==> config.mk <==
export PLATFORM = sky130hd
export DESIGN_NAME = arp_cache_resolver
export DESIGN_NICKNAME = d
export VERILOG_FILES = /design/src/rtl/arpc_pkg.sv /design/src/rtl/arp_cache_resolver.sv /design/src/rtl/arpc_front.sv /design/src/rtl/arpc_queue.sv /design/src/rtl/arpc_back.sv
export SDC_FILE = /design/constraint.sdc
export NUM_CORES = 1
export LEC_CHECK = 0
export BUFFER_PORTS_ARGS = -buffer_cell sky130_fd_sc_hd__buf_4
export CORE_UTILIZATION = 53
export DETAILED_ROUTE_END_ITERATION = 10
export GPL_ROUTABILITY_DRIVEN = 0
export PLACE_DENSITY = 0.76
export SYNTH_ARGS = -nofsm -noshare
export SYNTH_HDL_FRONTEND = slang
export SYNTH_SLANG_ARGS = --single-unit
==> constraint.sdc <==
create_clock -name clk -period 11.35 [get_ports clk]
set_input_delay 0.5675 -clock clk [delete_from_list [all_inputs] [get_ports clk]]
set_output_delay 0.5675 -clock clk [all_outputs]
set_load 0.03 [all_outputs]
==> src/rtl/arpc_pkg.sv <==
package arpc_pkg;

	localparam int CACHE_ENTRIES = 4;
	localparam int IDX_W = (CACHE_ENTRIES > 1) ? $clog2(CACHE_ENTRIES) : 1;

	// The queue depth must be a power of two so that the pointers wrap on their own.
	localparam int Q_DEPTH = 2;
	localparam int QP_W = (Q_DEPTH > 1) ? $clog2(Q_DEPTH) : 1;
	localparam int QCNT_W = $clog2(Q_DEPTH + 1);

	localparam int IP_W = 32;
	localparam int MAC_W = 48;
	localparam int OPC_W = 16;
	localparam int CFG_IDX_W = 2;
	localparam int CFG_DATA_W = 48;

	localparam logic OP_ARP = 1'b0;
	localparam logic OP_RESOLVE = 1'b1;

	localparam logic [OPC_W-1:0] OPC_REQUEST = 16'd1;

	localparam logic [CFG_IDX_W-1:0] CFG_OWN_IP = 2'd0;
	localparam logic [CFG_IDX_W-1:0] CFG_SUBNET_MASK = 2'd1;
	localparam logic [CFG_IDX_W-1:0] CFG_GATEWAY_IP = 2'd2;
	localparam logic [CFG_IDX_W-1:0] CFG_OWN_MAC = 2'd3;

	typedef enum logic [1:0] {
		ACT_REPLY = 2'd0,
		ACT_HIT = 2'd1,
		ACT_MISS = 2'd2,
		ACT_NONE = 2'd3
	} action_t;

	typedef enum logic [1:0] {
		ST_IDLE,
		ST_SCAN,
		ST_DONE
	} state_t;

	// One classified job: for an ARP beat the key is the sender IP, for a
	// resolve beat it is the next hop already chosen by the front.
	typedef struct packed {
		logic op;
		logic reply;
		logic [IP_W-1:0] key_ip;
		logic [MAC_W-1:0] mac;
	} job_t;

endpackage

==> src/rtl/arp_cache_resolver.sv <==
// The back end takes one item at a time: it walks 1 to CACHE_ENTRIES cache
// entries, one entry per cycle, stopping at a match or the last entry, and
// pops the next item only after committing the result of the last one.
// Two items may wait in the queue between the front and the back end.
// Reset (arst_n low) empties the queue, invalidates every cache entry and
// clears the address registers to zero.
module arp_cache_resolver
	import arpc_pkg::*;
(
	input  logic                  clk,
	input  logic                  arst_n,
	input  logic                  cfg_we,
	input  logic [CFG_IDX_W-1:0]  cfg_index,
	input  logic [CFG_DATA_W-1:0] cfg_data,
	input  logic                  in_valid,
	output logic                  in_ready,
	input  logic                  operation,
	input  logic [OPC_W-1:0]      arp_opcode,
	input  logic [IP_W-1:0]       sender_ip,
	input  logic [MAC_W-1:0]      sender_mac,
	input  logic [IP_W-1:0]       target_addr,
	input  logic [IP_W-1:0]       dest_ip,
	output logic                  out_valid,
	input  logic                  out_ready,
	output logic [1:0]            action,
	output logic [MAC_W-1:0]      mac_out,
	output logic [IP_W-1:0]       ip_out
);

	logic push;
	job_t push_job;
	logic q_full;
	logic pop;
	logic q_valid;
	job_t q_job;

	arpc_front u_front (
		.clk         (clk),
		.arst_n      (arst_n),
		.cfg_we      (cfg_we),
		.cfg_index   (cfg_index),
		.cfg_data    (cfg_data),
		.in_valid    (in_valid),
		.in_ready    (in_ready),
		.operation   (operation),
		.arp_opcode  (arp_opcode),
		.sender_ip   (sender_ip),
		.sender_mac  (sender_mac),
		.target_addr (target_addr),
		.dest_ip     (dest_ip),
		.push        (push),
		.push_job    (push_job),
		.q_full      (q_full)
	);

	arpc_queue u_queue (
		.clk      (clk),
		.arst_n   (arst_n),
		.push     (push),
		.push_job (push_job),
		.full     (q_full),
		.pop      (pop),
		.q_valid  (q_valid),
		.q_job    (q_job)
	);

	arpc_back u_back (
		.clk       (clk),
		.arst_n    (arst_n),
		.q_valid   (q_valid),
		.q_job     (q_job),
		.pop       (pop),
		.out_valid (out_valid),
		.out_ready (out_ready),
		.action    (action),
		.mac_out   (mac_out),
		.ip_out    (ip_out)
	);

endmodule

==> src/rtl/arpc_front.sv <==
module arpc_front
	import arpc_pkg::*;
(
	input  logic                  clk,
	input  logic                  arst_n,
	input  logic                  cfg_we,
	input  logic [CFG_IDX_W-1:0]  cfg_index,
	input  logic [CFG_DATA_W-1:0] cfg_data,
	input  logic                  in_valid,
	output logic                  in_ready,
	input  logic                  operation,
	input  logic [OPC_W-1:0]      arp_opcode,
	input  logic [IP_W-1:0]       sender_ip,
	input  logic [MAC_W-1:0]      sender_mac,
	input  logic [IP_W-1:0]       target_addr,
	input  logic [IP_W-1:0]       dest_ip,
	output logic                  push,
	output job_t                  push_job,
	input  logic                  q_full
);

	logic [IP_W-1:0] own_ip_q;
	logic [IP_W-1:0] subnet_mask_q;
	logic [IP_W-1:0] gateway_ip_q;
	logic            off_subnet;

	always_ff @(posedge clk or negedge arst_n) begin
		if (!arst_n) begin
			own_ip_q <= '0;
			subnet_mask_q <= '0;
			gateway_ip_q <= '0;
		end else if (cfg_we) begin
			unique case (cfg_index)
				CFG_OWN_IP:      own_ip_q <= cfg_data[IP_W-1:0];
				CFG_SUBNET_MASK: subnet_mask_q <= cfg_data[IP_W-1:0];
				CFG_GATEWAY_IP:  gateway_ip_q <= cfg_data[IP_W-1:0];
				// The station MAC is accepted but no result depends on it.
				CFG_OWN_MAC:     ;
				default:         ;
			endcase
		end
	end

	assign off_subnet = (dest_ip & subnet_mask_q) != (own_ip_q & subnet_mask_q);

	assign in_ready = !q_full;
	assign push = in_valid && !q_full;

	always_comb begin
		push_job.op = operation;
		if (operation == OP_ARP) begin
			push_job.reply = (arp_opcode == OPC_REQUEST) && (target_addr == own_ip_q);
			push_job.key_ip = sender_ip;
			push_job.mac = sender_mac;
		end else begin
			push_job.reply = 1'b0;
			push_job.key_ip = off_subnet ? gateway_ip_q : dest_ip;
			push_job.mac = '0;
		end
	end

endmodule

==> src/rtl/arpc_queue.sv <==
module arpc_queue
	import arpc_pkg::*;
(
	input  logic clk,
	input  logic arst_n,
	input  logic push,
	input  job_t push_job,
	output logic full,
	input  logic pop,
	output logic q_valid,
	output job_t q_job
);

	job_t              slot_q [Q_DEPTH];
	logic [QP_W-1:0]   wr_ptr_q;
	logic [QP_W-1:0]   rd_ptr_q;
	logic [QCNT_W-1:0] count_q;
	logic              do_pop;

	assign full = count_q == QCNT_W'(Q_DEPTH);
	assign q_valid = count_q != '0;
	assign q_job = slot_q[rd_ptr_q];
	assign do_pop = pop && q_valid;

	always_ff @(posedge clk) begin
		if (push) begin
			slot_q[wr_ptr_q] <= push_job;
		end
	end

	always_ff @(posedge clk or negedge arst_n) begin
		if (!arst_n) begin
			wr_ptr_q <= '0;
			rd_ptr_q <= '0;
			count_q <= '0;
		end else begin
			if (push) begin
				wr_ptr_q <= wr_ptr_q + 1'b1;
			end
			if (do_pop) begin
				rd_ptr_q <= rd_ptr_q + 1'b1;
			end
			if (push && !do_pop) begin
				count_q <= count_q + 1'b1;
			end else if (do_pop && !push) begin
				count_q <= count_q - 1'b1;
			end
		end
	end

endmodule

==> src/rtl/arpc_back.sv <==
module arpc_back
	import arpc_pkg::*;
(
	input  logic              clk,
	input  logic              arst_n,
	input  logic              q_valid,
	input  job_t              q_job,
	output logic              pop,
	output logic              out_valid,
	input  logic              out_ready,
	output logic [1:0]        action,
	output logic [MAC_W-1:0]  mac_out,
	output logic [IP_W-1:0]   ip_out
);

	state_t            state_q;
	state_t            state_d;
	job_t              job_q;
	logic [IDX_W-1:0]  idx_q;
	logic              found_q;
	logic [IP_W-1:0]   entry_ip_q [CACHE_ENTRIES];
	logic [MAC_W-1:0]  entry_mac_q [CACHE_ENTRIES];
	logic [CACHE_ENTRIES-1:0] entry_valid_q;
	logic              match;
	logic              last_idx;
	logic              scan_step;
	logic              commit;
	logic [IDX_W-1:0]  wr_idx;
	action_t           action_q;

	// Learning stops at the first free slot or at a slot holding the same IP;
	// lookup stops at the first valid entry holding the IP.
	always_comb begin
		if (job_q.op == OP_ARP) begin
			match = !entry_valid_q[idx_q] || (entry_ip_q[idx_q] == job_q.key_ip);
		end else begin
			match = entry_valid_q[idx_q] && (entry_ip_q[idx_q] == job_q.key_ip);
		end
	end

	assign last_idx = idx_q == IDX_W'(CACHE_ENTRIES - 1);
	assign wr_idx = found_q ? idx_q : '0;

	always_comb begin
		state_d = state_q;
		unique case (state_q)
			ST_IDLE: if (q_valid) state_d = ST_SCAN;
			ST_SCAN: if (match || last_idx) state_d = ST_DONE;
			ST_DONE: if (!out_valid || out_ready) state_d = ST_IDLE;
			default: state_d = ST_IDLE;
		endcase
	end

	always_comb begin
		pop = 1'b0;
		scan_step = 1'b0;
		commit = 1'b0;
		unique case (state_q)
			ST_IDLE: pop = q_valid;
			ST_SCAN: scan_step = 1'b1;
			ST_DONE: commit = !out_valid || out_ready;
			default: ;
		endcase
	end

	always_ff @(posedge clk or negedge arst_n) begin
		if (!arst_n) begin
			state_q <= ST_IDLE;
			out_valid <= 1'b0;
			entry_valid_q <= '0;
		end else begin
			state_q <= state_d;
			if (commit) begin
				out_valid <= 1'b1;
			end else if (out_ready) begin
				out_valid <= 1'b0;
			end
			if (commit && job_q.op == OP_ARP) begin
				entry_valid_q[wr_idx] <= 1'b1;
			end
		end
	end

	always_ff @(posedge clk) begin
		if (pop) begin
			job_q <= q_job;
			idx_q <= '0;
			found_q <= 1'b0;
		end
		if (scan_step) begin
			found_q <= match;
			if (!match && !last_idx) begin
				idx_q <= idx_q + 1'b1;
			end
		end
		if (commit) begin
			if (job_q.op == OP_ARP) begin
				entry_ip_q[wr_idx] <= job_q.key_ip;
				entry_mac_q[wr_idx] <= job_q.mac;
				action_q <= job_q.reply ? ACT_REPLY : ACT_NONE;
				mac_out <= job_q.reply ? job_q.mac : '0;
				ip_out <= job_q.reply ? job_q.key_ip : '0;
			end else begin
				action_q <= found_q ? ACT_HIT : ACT_MISS;
				mac_out <= found_q ? entry_mac_q[idx_q] : '0;
				ip_out <= job_q.key_ip;
			end
		end
	end

	assign action = action_q;

endmodule

== Yosys cells after proc, flatten, opt, wreduce, memory -nomap -nowiden ==
Memory sizes are Yosys's and may differ from the RTL's. A register that Yosys moved wholly into a read port is not among the register bits.
Cells that the tools add are included.

* $add $sub $neg: 5
* $lt $le $gt $ge: 3
* Equality and inequality tests: 13
* Muxes and demuxes: 37
* Bitwise operators: 4
* Reductions and logical operators: 29

{| class="wikitable"
|+ Operators with widths
! operator !! number
|-
| $mux 48 || 3
|-
| $mux 32 || 3
|-
| $mux 81 || 1
|-
| $and 32x32->32 || 2
|-
| $eq 32x32->1 || 2
|-
| $ne 32x32->1 || 1
|-
| $mux 2 || 12
|-
| $eq 16x1->1 const B || 1
|-
| $mux 1 || 15
|-
| $logic_and 1x1->1 || 9
|-
| $eq 2x2->1 const B || 4
|-
| $reduce_bool 2->1 || 4
|-
| $logic_not 1->1 || 7
|-
| $lt 2x3->1 const B || 2
|-
| $ne 2x1->1 const B || 3
|-
| $pmux 2 s3 || 1
|-
| $reduce_and 2->1 || 3
|-
| $add 2x1->2 const B || 2
|-
| $eq 2x1->1 const B || 2
|-
| $logic_not 2->1 || 2
|-
| $or 4x4->4 || 1
|-
| $logic_or 1x1->1 || 3
|-
| $reduce_and 3->1 || 1
|-
| $add 1x1->1 const B || 2
|-
| other kinds (5) || 5
|}

* Register bits: 192
* Memory bits (writable): 484
* Bits of input ports: 216
* Output and inout port bits: 84
* Memories: 3

{| class="wikitable"
|+ Memories
! memory !! words !! bits a word !! read ports !! clocked after Yosys merged registers in !! wr ports !! RTL line !! RTL
|-
| u_back.entry_mac_q || 4 || 48 || 1 || 1 || 1 || arpc_back.sv:22 || <nowiki>logic [MAC_W-1:0] entry_mac_q [CACHE_ENTRIES];</nowiki>
|-
| u_queue.slot_q || 2 || 82 || 1 || 1 || 1 || arpc_queue.sv:14 || <nowiki>job_t slot_q [Q_DEPTH];</nowiki>
|-
| u_back.entry_ip_q || 4 || 32 || 1 || 1 || 1 || arpc_back.sv:21 || <nowiki>logic [IP_W-1:0] entry_ip_q [CACHE_ENTRIES];</nowiki>
|}

== Depth between registers and ports, before layout ==
Gate-level depths: netlist of run 1.

* Depth in word-level cells: 9
* Depth in mapped cells: 10
* Depth with buffers taken out: 7

== By module ==
From an unflattened synthesis of run 1, not the netlist that was laid out.

* Cell total of the unflattened synthesis: 1550
* Area total of the unflattened synthesis: 29937.5 um^2

{| class="wikitable"
|+ Modules (own cells, without submodules)
! module !! times used !! cells each !! area an instance (um^2) !! seq. area each (um^2)
|-
| arpc_back || 1 || 810 || 18109.9 || 14779.2
|-
| arpc_queue || 1 || 271 || 6457.4 || 5024.8
|-
| arpc_front || 1 || 469 || 5370.2 || 2402.3
|}

== Worst setup path before layout of run 1 ==
OpenSTA, ideal clock, no wires.

* Kind: input to register
* Start point: input out_ready
* End point: register u_back.entry_valid_q[1]
* Arrival time: 10.869 ns
* Required time: 11.251 ns
* Path slack: 0.382 ns
* Stages on the path: 6
* Cell sequence: nand2b_1 nor2b_1 nor2b_1 nand2_1 nor3_1 or2_2

* Cells in the longest elaborated chain, start to end: 3

{| class="wikitable"
|+ RTL lines
! what !! RTL line !! RTL
|-
| start, declared || arp_cache_resolver.sv:24 || <nowiki>input logic out_ready,</nowiki>
|-
| $logic_or 1x1->1 || arpc_back.sv:61 || <nowiki>ST_DONE: commit = !out_valid || out_ready;</nowiki>
|-
| $mux 1 || arpc_back.sv:58 || <nowiki>unique case (state_q)</nowiki>
|-
| named net u_back.commit || arpc_back.sv:27 || <nowiki>logic commit;</nowiki>
|-
| $logic_and 1x1->1 || arpc_back.sv:78 || <nowiki>if (commit && job_q.op == OP_ARP) begin</nowiki>
|-
| end signal, assigned || arpc_back.sv:70 || <nowiki>entry_valid_q <= '0;</nowiki>
|-
| end signal, assigned by index || arpc_back.sv:79 || <nowiki>entry_valid_q[wr_idx] <= 1'b1;</nowiki>
|-
| end, declared || arpc_back.sv:23 || <nowiki>logic [CACHE_ENTRIES-1:0] entry_valid_q;</nowiki>
|}

The timed path passes the listed nets, and every way through them passes these cells.
A chain may end at the register's enable or synchronous reset.

== Worst setup path after layout of run 1 ==
* Start point: register u_back.idx_q[0]
* End point: register u_back.idx_q[1]

* Cells in the longest elaborated chain, start to end: 9

{| class="wikitable"
|+ RTL lines
! what !! RTL line !! RTL
|-
| start, declared || arpc_back.sv:19 || <nowiki>logic [IDX_W-1:0] idx_q;</nowiki>
|-
| start signal, assigned || arpc_back.sv:93 || <nowiki>idx_q <= idx_q + 1'b1;</nowiki>
|-
| $bmux 1 s2 || arpc_back.sv:35, arpc_back.sv:37 ||
|-
| $mux 1 (implied by the code) || arpc_back.sv:35, arpc_back.sv:37 ||
|-
| $logic_not 1->1 || arpc_back.sv:35 || <nowiki>match = !entry_valid_q[idx_q] || (entry_ip_q[idx_q] == job_q.key_ip);</nowiki>
|-
| $logic_or 1x1->1 || arpc_back.sv:35 ||
|-
| $mux 1 || arpc_back.sv:34 || <nowiki>if (job_q.op == OP_ARP) begin</nowiki>
|-
| $logic_not 1->1 || arpc_back.sv:92 || <nowiki>if (!match && !last_idx) begin</nowiki>
|-
| $logic_and 1x1->1 || arpc_back.sv:92 ||
|-
| $mux 2 (*) || arpc_back.sv:92 ||
|-
| $mux 2 (*) || arpc_back.sv:90 || <nowiki>if (scan_step) begin</nowiki>
|}

Every way passes the cells marked *; elsewhere a longest branch is shown, timed or not. The select of a mux whose other input is x is not followed.

==> reports/summary.txt, run 1 <==
Leading post-synthesis cells by cell area -> edfxtp_1, dfrtp_1, mux2_2, mux4_2, xor2_1
Post-synth EDFFs -> 649
Post-synth cell types -> 40
Worst path arrival time -> 4.62 ns
Final Max Slew Viols -> 0
Static Leak -> 12.4 nW
Die area -> 56,600 um^2
Fmax -> 0.243 GHz
Largest net degree at the start of global routing -> 78
Max Cap Viol -> 0
Vias in the first global route -> 15,800
Hold Crit Class -> in -> reg
ANT cells -> 0
Filler cells -> 3,710
Post-route ant nets -> 0
Comb pwr share -> 21.4%
Worst EP required -> 11.86 ns
Wirelength per Cell -> 23.2 um
Final setup margin -> 7.24 ns
Reg-to-reg slack, setup -> 7.24 ns
Largest fanout on the critical path -> 37
Sink Count -> 758
Hold depth -> 2
Period minus WS final -> 4.11 ns
CTS tree -> built
Power per Cell Area -> 249 nW/um^2
First-pass GRT wire length -> 94.3 mm
Net switching power figure -> 2.50 mW
R2r endpoint -> u_back.idx_q[1]
Final Skew -> 0.0151 ns
Crit Reg-Reg Startpoint -> u_back.idx_q[0]
CTS buffer count -> 76
DRT Wirelength -> 61.9 mm
Final Core Density -> 63.7%
Resized cells post-CTS -> 0
Area share of the largest cell type after synthesis -> 66.1%
VDD IR max -> 0.150 mV
Worst-margin pin slew -> 1.29 ns
CTS Hold Bufs -> 1
RSZ-0062 raised after global routing -> false
Post-CTS Setup Repair Bufs -> 0
Nets -> 2,074
Post-synthesis cell count -> 1,539
CTS clk-pin slew, worst paths -> 0.06 ns
Die height -> 238 um
Die W -> 238 um
Synth area leader -> edfxtp_1
Seq/Total Area, Yosys -> 75.3%
Sw frac -> 28.7%
Port bufs -> 283
Worst hold endpoint -> u_front.own_ip_q[21]
Pre-CTS setup slack -> 7.11 ns
Commonest non-fill, non-tap cell in the layout -> edfxtp_1
Rows -> 86
Post-synth ARST share -> 14.1%
Dpl hpwl -> 38.1 mm
Vias after detailed routing -> 15,000
Run status -> complete, no violations
Syn_area_per_cell -> 19.2 um^2
Synth Flop Type -> edfxtp_1
Hold Fails Final Rpt -> 0
Drt pass-1 iters -> 5
DR vias/cell -> 5.63
Flop pwr share -> 49.8%
Core Area -> 55,000 um^2
I/O pin count -> 300
Layout cells sized above 1 -> 35.9%
Synthesized flop and latch total -> 758
Yosys warns -> 0
Most frequent cells in the layout -> edfxtp_1, buf_4, mux2_2
Drt drc -> 0
Worst setup SP type -> register
Final setup viols -> 0
Reg2reg path depth -> 9
Critical path class -> reg -> reg
Latest clock arrival within the worst-skew pair -> 0.62 ns
Final period util -> 36.2%
Gr usage total -> 22.4%
Syn nets -> 1,757
Hold_sp -> cfg_data[21]
Crit end category -> register
Initial Util -> 53.6%
Root Driver -> clkbuf_16
H-tree Lvls -> 3
Fin Setup TNS -> 0 ns
Congestion Overflow GR -> 0
CTS max path bufs -> 3
Clk pwr share -> 28.8%
Pint -> 6.23 mW
Mapped cell area -> 29,500 um^2
Rel. slew slack -> 13.4%
Initial antenna violation count -> 0
Initial drt markers -> 1,220
Syn-to-layout area delta -> 18.8%
## area by class of cell
cell class              count  area, um^2  area share [%]
clock buffers              96        2040            5.82
clock inverters            42         464            1.33
inverters                   5        21.3          0.0607
multi-input cells         709        7050            20.1
flip-flops and latches    758       22200            63.4
well taps                 748         936            2.67
repair buffers            306        2300            6.57
## routing by layer
metal	share of wire (%)	vias to the layer above	routed length, um	global-route usage, %
li1	-	6654	-	-
met1	41	7735	25700	30.1
met2	50	504	30700	36.7
met3	6.4	109	3990	4.78
met4	2.5	0	1570	7.62
met5	0	-	0	0
## worst max path at each step
stage	from	endpoint	slack, ns	cells after the start
after detailed placement	out_ready	u_back.entry_mac_q[2][21]	7.11	7
after CTS	u_back.idx_q[0]	u_back.idx_q[1]	7.11	9
final	u_back.idx_q[0]	u_back.idx_q[1]	7.24	9
after floorplan	out_ready	u_back.entry_valid_q[1]	0.38	6
after global routing	u_back.idx_q[0]	u_back.idx_q[1]	6.94	9
after global placement	u_back.idx_q[0]	u_back.idx_q[1]	7.16	9
## power by group through the flow
stage	Clock, mW	Combinational (mW)	Sequential, mW
5_1_grt	2.67	2.01	4.41
3_3_place_gp	0	1.86	4.35
2_1_floorplan	0	1.19	4.38
4_1_cts	2.55	1.91	4.35
6_report	2.51	1.87	4.35
3_5_place_dp	0	1.89	4.40
## synth_stat cells, types with 2 or more instances
cell	n
nor2_1	44
mux4_2	74
xor2_1	80
a22oi_1	17
mux2i_1	45
edfxtp_1	649
dfrtp_1	107
nand2b_1	6
dfxtp_1	2
nand3b_1	2
xnor2_1	18
o21ai_0	5
a22o_1	49
o21ai_1	2
nor4_1	13
nand4_1	11
inv_1	5
or4_1	2
nor3_1	7
clkbuf_1	45
mux4_1	2
nand2_1	10
a21oi_1	36
nor3b_1	3
ha_1	2
buf_2	17
or2_2	5
and2_1	2
nor2b_1	83
buf_1	4
mux2_2	181
and3_1	3
## state kept, by name (all words and copies together) (netlist names)
register / count
u_back.entry_valid_q: 4
u_back.job_q: 82
u_queue.slot_q: 164
u_back.mac_out: 48
u_back.out_valid: 1
u_queue.wr_ptr_q: 1
u_front.subnet_mask_q: 32
u_back.state_q: 2
u_front.own_ip_q: 32
u_queue.rd_ptr_q: 1
u_front.gateway_ip_q: 32
u_back.action: 2
u_back.found_q: 1
u_queue.count_q: 2
u_back.idx_q: 2
u_back.ip_out: 32
u_back.entry_mac_q: 192
u_back.entry_ip_q: 128
## critical path, stage by stage (launching register included)
cell and delay [ns]:
dfxtp_4 0.61, buf_4 0.62, buf_4 0.75, mux4_2 0.61, xor2_1 0.20, nor4_1 0.25
o2111a_1 0.25, nand4_1 0.21, and3_1 0.27, a31o_1 0.17
## cells by family after synthesis
logic type      Yosys count  share of synthesized area, %
flops                   758                          75.3
compound gates          114                          2.77
simple gates            193                          3.64
xor+xnor                 98                          2.91
mux                     302                          14.3
buf+inv                  72                          1.01
fa+ha+maj                 2                        0.0849
## per-stage QoR
step                      hold slack (ns)  area, um^2  power (mW)  instances
after floorplan                     0.272       29500        5.57       1539
after global placement              0.446       32500        6.21       2525
after detailed placement            0.451       32500        6.29       2525
after CTS                           0.172       35000        8.81       2664
after global routing                0.188       35000        9.09       2664
final                               0.201       35000        8.73       2664
(Power assumes the default switching activity.)
==> inputs of run 2 (changes only) <==
==> constraint.sdc (replaced) <==
create_clock -name clk -period 3.5 [get_ports clk]
set_input_delay 0.175 -clock clk [delete_from_list [all_inputs] [get_ports clk]]
set_output_delay 0.175 -clock clk [all_outputs]
set_load 0.03 [all_outputs]
==> run 2 against run 1 <==
Effect of this change:
- the flow now finishes with violations (design-rule violations)
- core utilization rose by 2.2 points
- worst hold slack lost 0.17 ns
- combinational power grew to 3.3 times the previous value
- maximum frequency increased by 38%
- sequential share of layout area decreased by 2.1 points
- cell count increased by 4.5%
- first-iteration DRC count decreased by 15%
- clock skew is 0.0057 ns higher
- via count rose by 3.5%
- non-clock buffer count grew 121
- design area grew 3.5%
- critical endpoint is now u_queue.slot_q[1][53]
- largest power group unchanged
- highest routed layer unchanged
==> reports/summary.txt, run 2 (synthesized netlist as in run 1, its figures left out) <==
Syn-to-layout area delta -> 22.9%
Worst path arrival time -> 3.34 ns
Port bufs -> 283
Largest fanout on the critical path -> 8
CTS tree -> built
Final setup margin -> 0.524 ns
H-tree Lvls -> 3
Core Area -> 55,000 um^2
VDD IR max -> 0.472 mV
Sink Count -> 758
RSZ-0062 raised after global routing -> false
Congestion Overflow GR -> 0
Power per Cell Area -> 777 nW/um^2
DRT Wirelength -> 63.3 mm
First-pass GRT wire length -> 96.4 mm
Wirelength per Cell -> 22.7 um
Cell Area, Placed -> 32,700 um^2
Static Leak -> 12.9 nW
Layout cells sized above 1 -> 34.4%
Fmax -> 0.336 GHz
Busiest layer in global routing -> met2
I/O pin count -> 300
Die area -> 56,600 um^2
Post-route ant nets -> 0
Critical path class -> reg -> reg
CTS clk-pin slew, worst paths -> 0.06 ns
Vias in the first global route -> 16,500
CTS max path bufs -> 3
ANT cells -> 0
Initial drt markers -> 1,039
Pre-CTS setup slack -> 0.532 ns
Die W -> 238 um
Rel. slew slack -> 33.2%
Period minus WS final -> 2.98 ns
Largest net degree at the start of global routing -> 68
Largest reg by FF count -> u_back.entry_mac_q
Fin Hold WS -> 0.0273 ns
DR vias/cell -> 5.58
Largest registers -> u_back.entry_mac_q (192), u_queue.slot_q (164), u_back.entry_ip_q (128)
Failing checks -> design-rule violations
M2 GR Usage -> 38.5%
Drt pass-1 iters -> 8
Latest clock arrival within the worst-skew pair -> 0.62 ns
Max Cap Viol -> 0
Final period util -> 85.0%
Worst-margin pin slew -> 1.00 ns
Drt drc -> 1
Hold Fails Final Rpt -> 0
Met1 Usage GRT -> 29.9%
Rows -> 86
Run status -> finished with violations
Root Driver -> clkbuf_16
Final Cell Area -> 36,300 um^2
Final setup viols -> 0
Crit end category -> register
Dpl hpwl -> 38.3 mm
Most frequent cells in the layout -> edfxtp_1, buf_4, mux2_2
Grt met3 use -> 4.28%
Reg-to-reg slack, setup -> 0.52 ns
Post-CTS Setup Repair Bufs -> 0
Hold Crit Class -> in -> reg
Worst setup SP type -> register
Commonest non-fill, non-tap cell in the layout -> edfxtp_1
Initial Util -> 53.6%
Fin Setup TNS -> 0 ns
Nets -> 2,195
Max reg flops -> 192
Final Max Slew Viols -> 0
Die height -> 238 um
Worst EP required -> 3.87 ns
Final Skew -> 0.0207 ns
Vias after detailed routing -> 15,500
Gr usage total -> 22.9%
CTS buffer count -> 76
Initial antenna violation count -> 0
run 2: cell types whose count changed in the layout (fill, tap and decap cells not counted), sizes merged:
cell,delta
buf,+9
bufinv,-6
clkbuf,+1
clkinv,+2
clkinvlp,+5
dlygate4sd3,+112
inv,-2
run 2: layer usage:
| metal | vias to the layer above | wire length (um) |
|---|---|---|
| li1 | 6915 | - |
| met4 | 0 | 1680 |
| met5 | - | 0 |
| met1 | 7948 | 25600 |
| met2 | 560 | 32300 |
| met3 | 105 | 3770 |
run 2: final timing paths:
path | from | to | depth (start not counted)
max reg2reg | u_front.own_ip_q[30] | u_queue.slot_q[1][53] | 8
min reg2reg | u_back.entry_valid_q[1] | u_back.entry_valid_q[1] | 1
min | sender_ip[15] | u_queue.slot_q[0][63] | 3
min in group asynchronous | arst_n | u_front.subnet_mask_q[7] | 2
max in group asynchronous | arst_n | u_front.subnet_mask_q[18] | 3
max | u_front.own_ip_q[30] | u_queue.slot_q[1][53] | 8
run 2: where the power goes:
part	internal, mW	switching [mW]
registers	12.7	1.46
clock network	4.44	3.33
logic	2.85	3.37
run 2: layout make-up:
class	count	area, um^2
Tap cell	748	936
Multi-Input combinational cell	709	7050
Sequential cell	758	22200
Fill cell	3532	18700
Timing Repair Buffer	427	3630
Clock buffer	97	2080
Inverter	5	20.0
Clock inverter	41	324
run 2: critical path, stage by stage (launching register included):
cell and delay, ns:
dfrtp_1 0.41, xor2_1 0.15, a22oi_1 0.35, nand4_1 0.16, nor4_2 0.45, buf_4 0.29, mux2i_1 0.20, a21oi_1 0.10
dlygate4sd3_1 0.61
run 2: what timing repair did:
action                                 CTS  global route
endpoints found under the hold margin  305             0
hold buffers                           113             0
resized for setup                        0             0
run 2: stage by stage:
| stage | power [mW] | util, % | instances |
|---|---|---|---|
| 5_1_grt | 29.3 | 65.9 | 2785 |
| 4_1_cts | 28.4 | 65.9 | 2785 |
| 2_1_floorplan | 18.0 | - | 1539 |
| 3_5_place_dp | 20.5 | 59.5 | 2534 |
| 3_3_place_gp | 20.2 | 59.5 | 2534 |
| 6_report | 28.2 | 65.9 | 2785 |
